**src/sv/fwdf_pkg.sv**
```systemverilog
// Shared types, constants and helpers for the fixed-width decimal formatter.
// Used by fwdf_front, fwdf_queue, fwdf_back and the top level.
`timescale 1ns / 1ps
package fwdf_pkg;

    localparam int MAX_BUFFER    = 32;
    localparam int MAX_PRECISION = 9;

    localparam logic [10:0] EXP_SPECIAL = 11'h7FF;
    localparam logic [10:0] EXP_SHIFT0  = 11'd1075;  // exponent with no fraction bits
    localparam logic [10:0] EXP_TINY    = 11'd971;   // below this the value rounds to zero
    localparam logic [31:0] SAT_INT     = 32'hFFFF_FFFF;

    localparam logic [7:0] CH_NUL   = 8'h00;
    localparam logic [7:0] CH_SPACE = 8'h20;
    localparam logic [7:0] CH_MINUS = 8'h2D;
    localparam logic [7:0] CH_DOT   = 8'h2E;
    localparam logic [7:0] CH_ZERO  = 8'h30;

    typedef enum logic [1:0] {
        KIND_NUM,
        KIND_NAN,
        KIND_INF,
        KIND_TINY
    } kind_t;

    typedef struct packed {
        kind_t       kind;
        logic        neg;
        logic [4:0]  room;
        logic [4:0]  pad;
        logic [3:0]  prec;
        logic [10:0] expo;
        logic [51:0] mant;
    } item_t;

    typedef enum logic [2:0] {
        ST_IDLE,
        ST_SPLIT,
        ST_SCALE,
        ST_ROUND,
        ST_CARRY,
        ST_BCD,
        ST_LAYOUT,
        ST_EMIT
    } back_state_t;

    function automatic logic [33:0] pow10(input logic [3:0] p);
        logic [33:0] r;
        unique case (p)
            4'd0:    r = 34'd1;
            4'd1:    r = 34'd10;
            4'd2:    r = 34'd100;
            4'd3:    r = 34'd1000;
            4'd4:    r = 34'd10000;
            4'd5:    r = 34'd100000;
            4'd6:    r = 34'd1000000;
            4'd7:    r = 34'd10000000;
            4'd8:    r = 34'd100000000;
            default: r = 34'd1000000000;
        endcase
        return r;
    endfunction

    function automatic logic [7:0] special_char(input kind_t k, input logic [4:0] i);
        logic [7:0] c;
        if (k == KIND_NAN)
            c = (i == 5'd1) ? 8'h61 : 8'h6E;   // n a n
        else
            c = (i == 5'd0) ? 8'h69 : ((i == 5'd1) ? 8'h6E : 8'h66);  // i n f
        return c;
    endfunction

endpackage

```
**src/sv/fwdf_front.sv**
```systemverilog
// Front end: classifies an incoming request and clamps its size fields.
// Depends on fwdf_pkg.
`timescale 1ns / 1ps
module fwdf_front (
    input  logic [63:0]         value_bits,
    input  logic [5:0]          buffer_size,
    input  logic [4:0]          field_width,
    input  logic [3:0]          precision,
    output fwdf_pkg::item_t     item
);
    import fwdf_pkg::*;

    logic [5:0]  size_c;
    logic [4:0]  room;
    logic [10:0] expo;
    logic [51:0] mant;

    always_comb
    begin
        size_c = (buffer_size > 6'(MAX_BUFFER)) ? 6'(MAX_BUFFER) : buffer_size;
        room   = 5'(size_c - 6'd1);
        expo   = value_bits[62:52];
        mant   = value_bits[51:0];

        item.expo = expo;
        item.mant = mant;
        item.room = room;
        item.pad  = (field_width < room) ? field_width : room;
        item.prec = (precision > 4'(MAX_PRECISION)) ? 4'(MAX_PRECISION) : precision;
        item.neg  = 1'b0;
        priority if (size_c < 6'd2)
            item.kind = KIND_TINY;
        else if (expo == EXP_SPECIAL)
            item.kind = (mant != 52'd0) ? KIND_NAN : KIND_INF;
        else
        begin
            item.kind = KIND_NUM;
            // negative zero gets no sign
            item.neg  = value_bits[63] && (value_bits[62:0] != 63'd0);
        end
    end

endmodule

```
**src/sv/fwdf_queue.sv**
```systemverilog
// Two-entry request queue between the front and back ends.
// Depends on fwdf_pkg.
`timescale 1ns / 1ps
module fwdf_queue (
    input  logic            clk,
    input  logic            rst_n,
    input  logic            push_valid,
    output logic            push_ready,
    input  fwdf_pkg::item_t push_item,
    output logic            pop_valid,
    input  logic            pop_ready,
    output fwdf_pkg::item_t pop_item
);
    import fwdf_pkg::*;

    item_t      mem_reg [2];
    logic       wr_reg, wr_next;
    logic       rd_reg, rd_next;
    logic [1:0] count_reg, count_next;
    logic       do_push, do_pop;

    assign push_ready = (count_reg != 2'd2);
    assign pop_valid  = (count_reg != 2'd0);
    assign pop_item   = mem_reg[rd_reg];
    assign do_push    = push_valid && push_ready;
    assign do_pop     = pop_valid && pop_ready;

    always_comb
    begin
        wr_next    = do_push ? ~wr_reg : wr_reg;
        rd_next    = do_pop ? ~rd_reg : rd_reg;
        count_next = 2'(count_reg + {1'b0, do_push} - {1'b0, do_pop});
    end

    always_ff @(posedge clk or negedge rst_n)
    begin
        if (!rst_n)
        begin
            wr_reg    <= 1'b0;
            rd_reg    <= 1'b0;
            count_reg <= 2'd0;
        end
        else
        begin
            wr_reg    <= wr_next;
            rd_reg    <= rd_next;
            count_reg <= count_next;
        end
    end

    always_ff @(posedge clk)
    begin
        if (do_push)
            mem_reg[wr_reg] <= push_item;
    end

endmodule

```
**src/sv/fwdf_back.sv**
```systemverilog
// Back end: exact rounding, binary to BCD conversion, layout and character output.
// Depends on fwdf_pkg.
`timescale 1ns / 1ps
module fwdf_back (
    input  logic            clk,
    input  logic            rst_n,
    input  logic            item_valid,
    output logic            item_ready,
    input  fwdf_pkg::item_t item_in,
    output logic            valid,
    input  logic            ready,
    output logic [7:0]      character,
    output logic [4:0]      position,
    output logic            last,
    output logic [4:0]      length,
    output logic            no_store
);
    import fwdf_pkg::*;

    back_state_t  state_reg, state_next;
    item_t        item_reg, item_next;
    logic [5:0]   cnt_reg, cnt_next;
    logic [6:0]   s_reg, s_next;
    logic [83:0]  acc_reg, acc_next;
    logic [32:0]  whole_reg, whole_next;
    logic [33:0]  r_reg, r_next;
    logic [39:0]  bcdi_reg, bcdi_next;
    logic [35:0]  bcdf_reg, bcdf_next;
    logic [3:0]   nd_reg, nd_next;
    logic [4:0]   padn_reg, padn_next;
    logic [4:0]   len_reg, len_next;
    logic [4:0]   pos_reg, pos_next;
    logic         ov_reg, ov_next;
    logic [7:0]   ch_reg, ch_next;
    logic [4:0]   opos_reg, opos_next;
    logic         olast_reg, olast_next;
    logic [4:0]   olen_reg, olen_next;
    logic         ons_reg, ons_next;

    logic [52:0]  mag, mask53;
    logic [104:0] ext, shifted;
    logic [6:0]   sm1;
    logic [33:0]  scale;
    logic [39:0]  ai;
    logic [35:0]  af;
    logic [4:0]   roomA, rest, rem, used, j, j2, j3;
    logic         dot;
    logic [3:0]   fc, idx, fidx;
    logic [7:0]   ch;
    logic         emit_go;

    assign item_ready = (state_reg == ST_IDLE);
    assign valid      = ov_reg;
    assign character  = ch_reg;
    assign position   = opos_reg;
    assign last       = olast_reg;
    assign length     = olen_reg;
    assign no_store   = ons_reg;

    always_comb
    begin
        state_next = state_reg;
        item_next  = item_reg;
        cnt_next   = cnt_reg;
        s_next     = s_reg;
        acc_next   = acc_reg;
        whole_next = whole_reg;
        r_next     = r_reg;
        bcdi_next  = bcdi_reg;
        bcdf_next  = bcdf_reg;
        nd_next    = nd_reg;
        padn_next  = padn_reg;
        len_next   = len_reg;
        pos_next   = pos_reg;
        ch_next    = ch_reg;
        opos_next  = opos_reg;
        olast_next = olast_reg;
        olen_next  = olen_reg;
        ons_next   = ons_reg;
        ov_next    = ov_reg && !ready;

        scale   = pow10(item_reg.prec);
        mag     = {item_reg.expo != 11'd0, item_reg.mant};
        mask53  = ~({53{1'b1}} << s_reg);
        ext     = {21'd0, acc_reg};
        shifted = ext >> s_reg;
        sm1     = 7'(s_reg - 7'd1);
        ai      = '0;
        af      = '0;
        roomA = '0; rest = '0; rem = '0; used = '0; dot = 1'b0; fc = '0;
        j = '0; j2 = '0; j3 = '0; idx = '0; fidx = '0; ch = CH_NUL;
        emit_go = !ov_reg || ready;

        unique case (state_reg)
            ST_IDLE:
            begin
                if (item_valid)
                begin
                    item_next  = item_in;
                    s_next     = 7'(EXP_SHIFT0 - item_in.expo);
                    state_next = ST_SPLIT;
                end
            end
            ST_SPLIT:
            begin
                cnt_next  = 6'd32;
                bcdi_next = '0;
                bcdf_next = '0;
                priority if (item_reg.kind != KIND_NUM)
                    state_next = ST_LAYOUT;
                else if (mag == 53'd0 || item_reg.expo < EXP_TINY)
                begin
                    whole_next = '0;
                    r_next     = '0;
                    state_next = ST_BCD;
                end
                else if (item_reg.expo >= EXP_SHIFT0 || (mag >> s_reg) > 53'(SAT_INT))
                begin
                    whole_next = {1'b0, SAT_INT};
                    r_next     = scale - 34'd1;
                    state_next = ST_BCD;
                end
                else
                begin
                    whole_next = 33'(mag >> s_reg);
                    acc_next   = 84'(mag & mask53);
                    cnt_next   = 6'(item_reg.prec);
                    state_next = ST_SCALE;
                end
            end
            ST_SCALE:
            begin
                if (cnt_reg == 6'd0)
                    state_next = ST_ROUND;
                else
                begin
                    acc_next = (acc_reg << 3) + (acc_reg << 1);
                    cnt_next = cnt_reg - 6'd1;
                end
            end
            ST_ROUND:
            begin
                // half-up: floor of the shifted value plus the first dropped bit
                r_next     = shifted[33:0] + {33'd0, ext[sm1]};
                state_next = ST_CARRY;
            end
            ST_CARRY:
            begin
                if (r_reg >= scale)
                begin
                    if (whole_reg[31:0] == SAT_INT)
                        r_next = scale - 34'd1;
                    else
                    begin
                        r_next     = r_reg - scale;
                        whole_next = whole_reg + 33'd1;
                    end
                end
                cnt_next   = 6'd32;
                state_next = ST_BCD;
            end
            ST_BCD:
            begin
                if (cnt_reg == 6'd0)
                    state_next = ST_LAYOUT;
                else
                begin
                    for (int k = 0; k < 10; k++)
                        ai[4*k +: 4] = (bcdi_reg[4*k +: 4] >= 4'd5) ?
                                       4'(bcdi_reg[4*k +: 4] + 4'd3) : bcdi_reg[4*k +: 4];
                    for (int k = 0; k < 9; k++)
                        af[4*k +: 4] = (bcdf_reg[4*k +: 4] >= 4'd5) ?
                                       4'(bcdf_reg[4*k +: 4] + 4'd3) : bcdf_reg[4*k +: 4];
                    bcdi_next  = {ai[38:0], whole_reg[31]};
                    bcdf_next  = {af[34:0], r_reg[31]};
                    whole_next = {whole_reg[32], whole_reg[30:0], 1'b0};
                    r_next     = {r_reg[33:32], r_reg[30:0], 1'b0};
                    cnt_next   = cnt_reg - 6'd1;
                end
            end
            ST_LAYOUT:
            begin
                nd_next = 4'd1;
                for (int k = 1; k < 10; k++)
                    if (bcdi_reg[4*k +: 4] != 4'd0)
                        nd_next = 4'(k + 1);
                roomA = 5'(item_reg.room - {4'd0, item_reg.neg});
                padn_next = '0;
                unique case (item_reg.kind)
                    KIND_TINY: len_next = '0;
                    KIND_NAN, KIND_INF:
                        len_next = (item_reg.room < 5'd3) ? item_reg.room : 5'd3;
                    default:
                    begin
                        if ({1'b0, nd_next} > roomA)
                            len_next = {4'd0, item_reg.neg};   // sign only
                        else
                        begin
                            rest = roomA - {1'b0, nd_next};
                            dot  = (item_reg.prec != 4'd0) && (rest != 5'd0);
                            rem  = rest - {4'd0, dot};
                            fc   = ({1'b0, item_reg.prec} < rem) ? item_reg.prec : rem[3:0];
                            used = 5'({4'd0, item_reg.neg} + {1'b0, nd_next}
                                      + {4'd0, dot} + {1'b0, fc});
                            padn_next = (item_reg.pad > used) ? 5'(item_reg.pad - used) : 5'd0;
                            len_next  = 5'(used + padn_next);
                        end
                    end
                endcase
                pos_next   = '0;
                state_next = ST_EMIT;
            end
            ST_EMIT:
            begin
                if (emit_go)
                begin
                    j  = pos_reg - padn_reg;
                    j2 = j - {4'd0, item_reg.neg};
                    j3 = j2 - {1'b0, nd_reg};
                    idx  = 4'(nd_reg - 4'd1 - j2[3:0]);
                    fidx = 4'(item_reg.prec - j3[3:0]);
                    unique case (item_reg.kind)
                        KIND_NAN, KIND_INF: ch = special_char(item_reg.kind, pos_reg);
                        KIND_TINY:          ch = CH_NUL;
                        default:
                        begin
                            priority if (pos_reg < padn_reg)
                                ch = CH_SPACE;
                            else if (item_reg.neg && j == 5'd0)
                                ch = CH_MINUS;
                            else if (j2 < {1'b0, nd_reg})
                                ch = CH_ZERO | {4'd0, bcdi_reg[{idx, 2'b00} +: 4]};
                            else if (j3 == 5'd0)
                                ch = CH_DOT;
                            else
                                ch = CH_ZERO | {4'd0, bcdf_reg[{fidx, 2'b00} +: 4]};
                        end
                    endcase
                    ov_next    = 1'b1;
                    opos_next  = pos_reg;
                    ons_next   = (item_reg.kind == KIND_TINY);
                    if (pos_reg == len_reg)
                    begin
                        ch_next    = CH_NUL;
                        olast_next = 1'b1;
                        olen_next  = len_reg;
                        state_next = ST_IDLE;
                    end
                    else
                    begin
                        ch_next    = ch;
                        olast_next = 1'b0;
                        olen_next  = '0;
                        pos_next   = pos_reg + 5'd1;
                    end
                end
            end
            default: state_next = ST_IDLE;
        endcase
    end

    always_ff @(posedge clk or negedge rst_n)
    begin
        if (!rst_n)
        begin
            state_reg <= ST_IDLE;
            ov_reg    <= 1'b0;
        end
        else
        begin
            state_reg <= state_next;
            ov_reg    <= ov_next;
        end
    end

    always_ff @(posedge clk)
    begin
        item_reg  <= item_next;
        cnt_reg   <= cnt_next;
        s_reg     <= s_next;
        acc_reg   <= acc_next;
        whole_reg <= whole_next;
        r_reg     <= r_next;
        bcdi_reg  <= bcdi_next;
        bcdf_reg  <= bcdf_next;
        nd_reg    <= nd_next;
        padn_reg  <= padn_next;
        len_reg   <= len_next;
        pos_reg   <= pos_next;
        ch_reg    <= ch_next;
        opos_reg  <= opos_next;
        olast_reg <= olast_next;
        olen_reg  <= olen_next;
        ons_reg   <= ons_next;
    end

    a_last_len: assert property (@(posedge clk) disable iff (!rst_n)
        valid && last |-> position == length && character == CH_NUL)
        else $error("terminator position differs from length");

    a_nostore_last: assert property (@(posedge clk) disable iff (!rst_n)
        valid && no_store |-> last && position == 5'd0)
        else $error("no_store on a non-final result");

    a_emit_src: assert property (@(posedge clk) disable iff (!rst_n)
        $rose(ov_reg) |-> $past(state_reg == ST_EMIT))
        else $error("result raised outside emit");

    a_hold_stall: assert property (@(posedge clk) disable iff (!rst_n)
        valid && !ready |=> valid && $stable({character, position, last, length, no_store}))
        else $error("result changed while stalled");

endmodule

```
**src/sv/fixed_width_decimal_formatter.sv**
```systemverilog
// Fixed-width decimal formatter, top level.
// Depends on fwdf_pkg, fwdf_front, fwdf_queue, fwdf_back.
//
// A request on the input channel carries a double's raw bits, a buffer size,
// a field width and a precision. The block answers with one result per stored
// character on the output channel, in position order, the last one carrying
// the NUL terminator with last and length set. A buffer of 0 or 1 gives a
// single result with no_store set.
// The front end classifies each request and queues it (two entries); the back
// end handles one request at a time. For a finite nonzero value the first
// character follows precision multiply-by-ten steps, a rounding and a carry
// step, and a 32-step binary to BCD conversion. Zero, tiny and saturated
// values skip the scaling; nan, inf and a buffer of 0 or 1 skip the conversion
// too. Then one character per cycle while the receiver is ready.
// Reset clears the queue and the output register; no result is pending.
// When the receiver stalls, the output holds, the back end waits, and the
// queue takes up to two more requests before ready drops.
`timescale 1ns / 1ps
module fixed_width_decimal_formatter (
    input  logic        clk,
    input  logic        rst_n,
    input  logic        in_valid,
    output logic        in_ready,
    input  logic [63:0] value_bits,
    input  logic [5:0]  buffer_size,
    input  logic [4:0]  field_width,
    input  logic [3:0]  precision,
    output logic        out_valid,
    input  logic        out_ready,
    output logic [7:0]  character,
    output logic [4:0]  position,
    output logic        last,
    output logic [4:0]  length,
    output logic        no_store
);
    import fwdf_pkg::*;

    item_t front_item;
    item_t q_item;
    logic  q_valid;
    logic  q_ready;

    fwdf_front u_front (
        .value_bits  (value_bits),
        .buffer_size (buffer_size),
        .field_width (field_width),
        .precision   (precision),
        .item        (front_item)
    );

    fwdf_queue u_queue (
        .clk        (clk),
        .rst_n      (rst_n),
        .push_valid (in_valid),
        .push_ready (in_ready),
        .push_item  (front_item),
        .pop_valid  (q_valid),
        .pop_ready  (q_ready),
        .pop_item   (q_item)
    );

    fwdf_back u_back (
        .clk        (clk),
        .rst_n      (rst_n),
        .item_valid (q_valid),
        .item_ready (q_ready),
        .item_in    (q_item),
        .valid      (out_valid),
        .ready      (out_ready),
        .character  (character),
        .position   (position),
        .last       (last),
        .length     (length),
        .no_store   (no_store)
    );

endmodule

```
**config.mk**
```make
export PLATFORM = sky130hd
export DESIGN_NAME = fixed_width_decimal_formatter
export DESIGN_NICKNAME = d
export VERILOG_FILES = /design/src/sv/fwdf_pkg.sv /design/src/sv/fwdf_front.sv /design/src/sv/fwdf_queue.sv /design/src/sv/fwdf_back.sv /design/src/sv/fixed_width_decimal_formatter.sv
export SDC_FILE = /design/constraint.sdc
export NUM_CORES = 2
export LEC_CHECK = 0
export ABC_AREA = 0
export BUFFER_PORTS_ARGS = -buffer_cell sky130_fd_sc_hd__buf_2
export CORE_MARGIN = 5
export CORE_UTILIZATION = 40
export CTS_CLUSTER_DIAMETER = 40
export DETAILED_ROUTE_END_ITERATION = 10
export GPL_ROUTABILITY_DRIVEN = 0
export PLACE_DENSITY = 0.62
export SLEW_MARGIN = 20
export SYNTH_ARGS = -nofsm -noshare
export SYNTH_HDL_FRONTEND = slang
export SYNTH_SLANG_ARGS = --single-unit
```
**constraint.sdc**
```tcl
create_clock -name clk -period 11.3 [get_ports clk]
set_clock_uncertainty 0.2 [all_clocks]
set_input_delay 0 -clock clk [delete_from_list [all_inputs] [get_ports clk]]
set_output_delay 0 -clock clk [all_outputs]
set_load 0.01 [all_outputs]
```
==> impl_metrics.ini <==
[critical_path]
cpLargestDelayFamily = adder cells
path_max_fanout = 6
required_ps = 11540
crit_type = reg -> reg
worst-r2r-cell-count = 41
worst_path_max_delay_cell = fa_1
slowest_delay_ps = 560
worstPathArrival_ps = 9420
rrSetupSlack_ps = 2120
worst_setup_path_start_kind = flop
crit_path_end_kind = flop
worst-path-stages = 41
crit_buf_inv = 2
r2r_start = u_back.bcdi_reg[4]
regToRegEndpoint = u_back.len_reg[4]
path_common_cell = ha_1

[layout]
final_area_um2 = 52100
ff_latch_area_um2 = 16200
largest_reg_flops = 160
area_delta_synth_final_pct = 14.6
nFillCells = 10430
drive_above_1_share_pct = 15.1
layout.nets = 5090
multi_input_area_um2 = 27400

[floorplanning]
die_area_um2 = 121000
coreArea_um2 = 113000
fp.dieW_um = 347
die_height_um = 347
initial_core_util_pct = 40.3
ios = 105
row_count = 123

[sta]
fin_crit_ps = 9180
worstMarginPinSlew_ps = 1150
fmax_mhz = 109
rsz0062_at_grt = false
slew_violations = 0
hold_viol = 0
slew_headroom_pct = 23.6
finalSetupTns_ps = 0
holdWs_ps = 85.4
fin_crit_sh_pct = 81.2
finalSetupViolations = 0
finalWorstSetupSlack_ps = 2120

[global_routing]
gr-total-overflow = 0
antenna_found_initial = 1
grt_first_pass_wirelength_mm = 225
track_usage_pct = 23.4
grt_pass1_vias = 37782
grt_max_degree = 159

[synthesis]
ys_top_cells_by_area = edfxtp_1, mux4_2, ha_1
yosysWarningCount = 0
synth_area_leader_cell = edfxtp_1
synth_ff_type = edfxtp_1
yosysMostFrequentCell = edfxtp_1
netlist_top_cells_count = edfxtp_1, nand2_1, nor2_1
synthCells = 4637
netlist.area_leader.share_pct = 34.1
seq_area_frac_synth_pct = 35.5
syn-cell-area_um2 = 45500
yosys.cell_types.count = 96
synthesis.nets = 4955
yosys_register_bits = 547
synth_edf_count = 516
synthArstFlopShare_pct = 1.46
syn_avg_cell_area_um2 = 9.81

[hold_path]
worstHoldStart = precision[2]
min_path_cells = 3
hold_end = u_queue.mem_reg[0][65]
hp-class = in -> reg

[place]
io_buffers = 103
dpl_cell_area_um2 = 47100
hpwl_mm = 104
pre_cts_ws_ps = 2190

[clock_tree]
cts.sinks = 547
clk_latency_ps = 730
cts_buffers = 98
tritoncts = yes
path_clk_slew_ps = 50
cts_buffer_depth = 3
cts_setup_buffers = 0
cts_htree_levels = 3
root_buffer = clkbuf_16

[power_and_ir_drop]
totalPowerFinal_mw = 12.7
power_leakage_nw = 19.2
ir_drop_mv = 0.240
p_per_area_nw_per_um2 = 244

[drt]
vias = 39492
drt_iter0_drc = 4590
avgRoutedWirePerCell_um = 23.3
ant_nets = 0
drc = 0
via_per_inst = 6.21
finalWirelength_mm = 148
dr.pass1.iters = 9

[run]
maxCapViolCount = 0

[outcome]
status = finished clean
==> layer usage <==
metal  vias up  routed length [µm]  global-route usage, %
li1      18028                   -                      -
met1     19007               60400                   31.1
met2      1991               66600                   36.9
met3       466               12800                   4.69
met4         0                8410                   11.2
met5         -                   0                      0
==> kinds of logic after synthesis <==
group | count (synthesis) | synth area share, %
and+or+nand+nor | 1446 | 15.0
AOI/OAI and AO/OA | 1220 | 17.4
DFF | 547 | 35.5
muxes | 504 | 16.8
buffers and inverters | 463 | 4.45
adders and majority gates | 235 | 6.63
xor gates and xnor gates | 221 | 4.25
other | 1 | 0.00824
==> stage by stage <==
stage / std cells / util [%]
finish: 6357 / 46.2
global route: 6355 / 46.2
CTS: 6355 / 46.2
detailed placement: 6006 / 41.7
global placement: 6006 / 41.7
floorplan: 4637 / -
==> placed cells by master, fill, tap and decap left out, types with 25 or more instances in the layout <==
master | netlist | routed
a211oi_1 | 38 | 37
a21o_1 | 91 | 91
a21oi_1 | 346 | 345
a22oi_1 | 25 | 25
a31oi_1 | 35 | 35
and2_1 | 36 | 36
and3_1 | 30 | 29
buf_2 | 44 | 103
buf_4 | 19 | 53
clkbuf_16 | 0 | 98
dlygate4sd3_1 | 0 | 166
edfxtp_1 | 516 | 516
ha_1 | 225 | 225
inv_1 | 168 | 165
mux2_2 | 144 | 144
mux2i_1 | 167 | 167
mux4_2 | 189 | 189
nand2_1 | 464 | 463
nand2b_1 | 64 | 64
nand3_1 | 110 | 110
nand4_1 | 63 | 63
nor2_1 | 370 | 368
nor2b_1 | 37 | 36
nor3_1 | 112 | 109
nor4_1 | 48 | 48
o211ai_1 | 47 | 47
o21a_1 | 31 | 31
o21ai_0 | 248 | 248
o22ai_1 | 65 | 65
o31ai_1 | 39 | 39
xnor2_1 | 131 | 131
xor2_1 | 90 | 90
==> power breakdown <==
group	internal (mW)	total, mW	switching (mW)
Combinational	2.53	6.13	3.61
Sequential	3.07	3.58	0.511
Clock	1.82	2.98	1.16
==> what timing repair did <==
action / in CTS / in global routing
gates resized for setup: 0 / 0
hold buffers: 166 / 0
endpoints found under the hold margin: 207 / 0
==> worst min-delay path: cells and delay by family <==
family	cells	cell delay [ps]
AND/OR/NAND/NOR	1	160
buffers and inverters	2	680
==> worst max path at each step <==
stage | startpoint | end
after global routing | u_back.bcdi_reg[4] | u_back.len_reg[4]
final | u_back.bcdi_reg[4] | u_back.len_reg[4]
after CTS | u_back.bcdi_reg[4] | u_back.len_reg[4]
after detailed placement | u_back.bcdi_reg[4] | u_back.len_reg[4]
after global placement | u_back.bcdi_reg[4] | u_back.len_reg[4]
after floorplan | u_back.s_reg[2] | u_back.acc_reg[0]
==> area by class of cell <==
cell class                      instances  area share [%]
Clock inverter                         76            1.71
Inverter                              172            1.24
Clock buffer                          107            4.77
Timing Repair Buffer                  326            5.09
Antenna cell                            2         0.00960
Tap cell                             1500            3.60
Sequential cell                       547            31.0
Multi-Input combinational cell       3627            52.6
(Power assumes the default switching activity.)
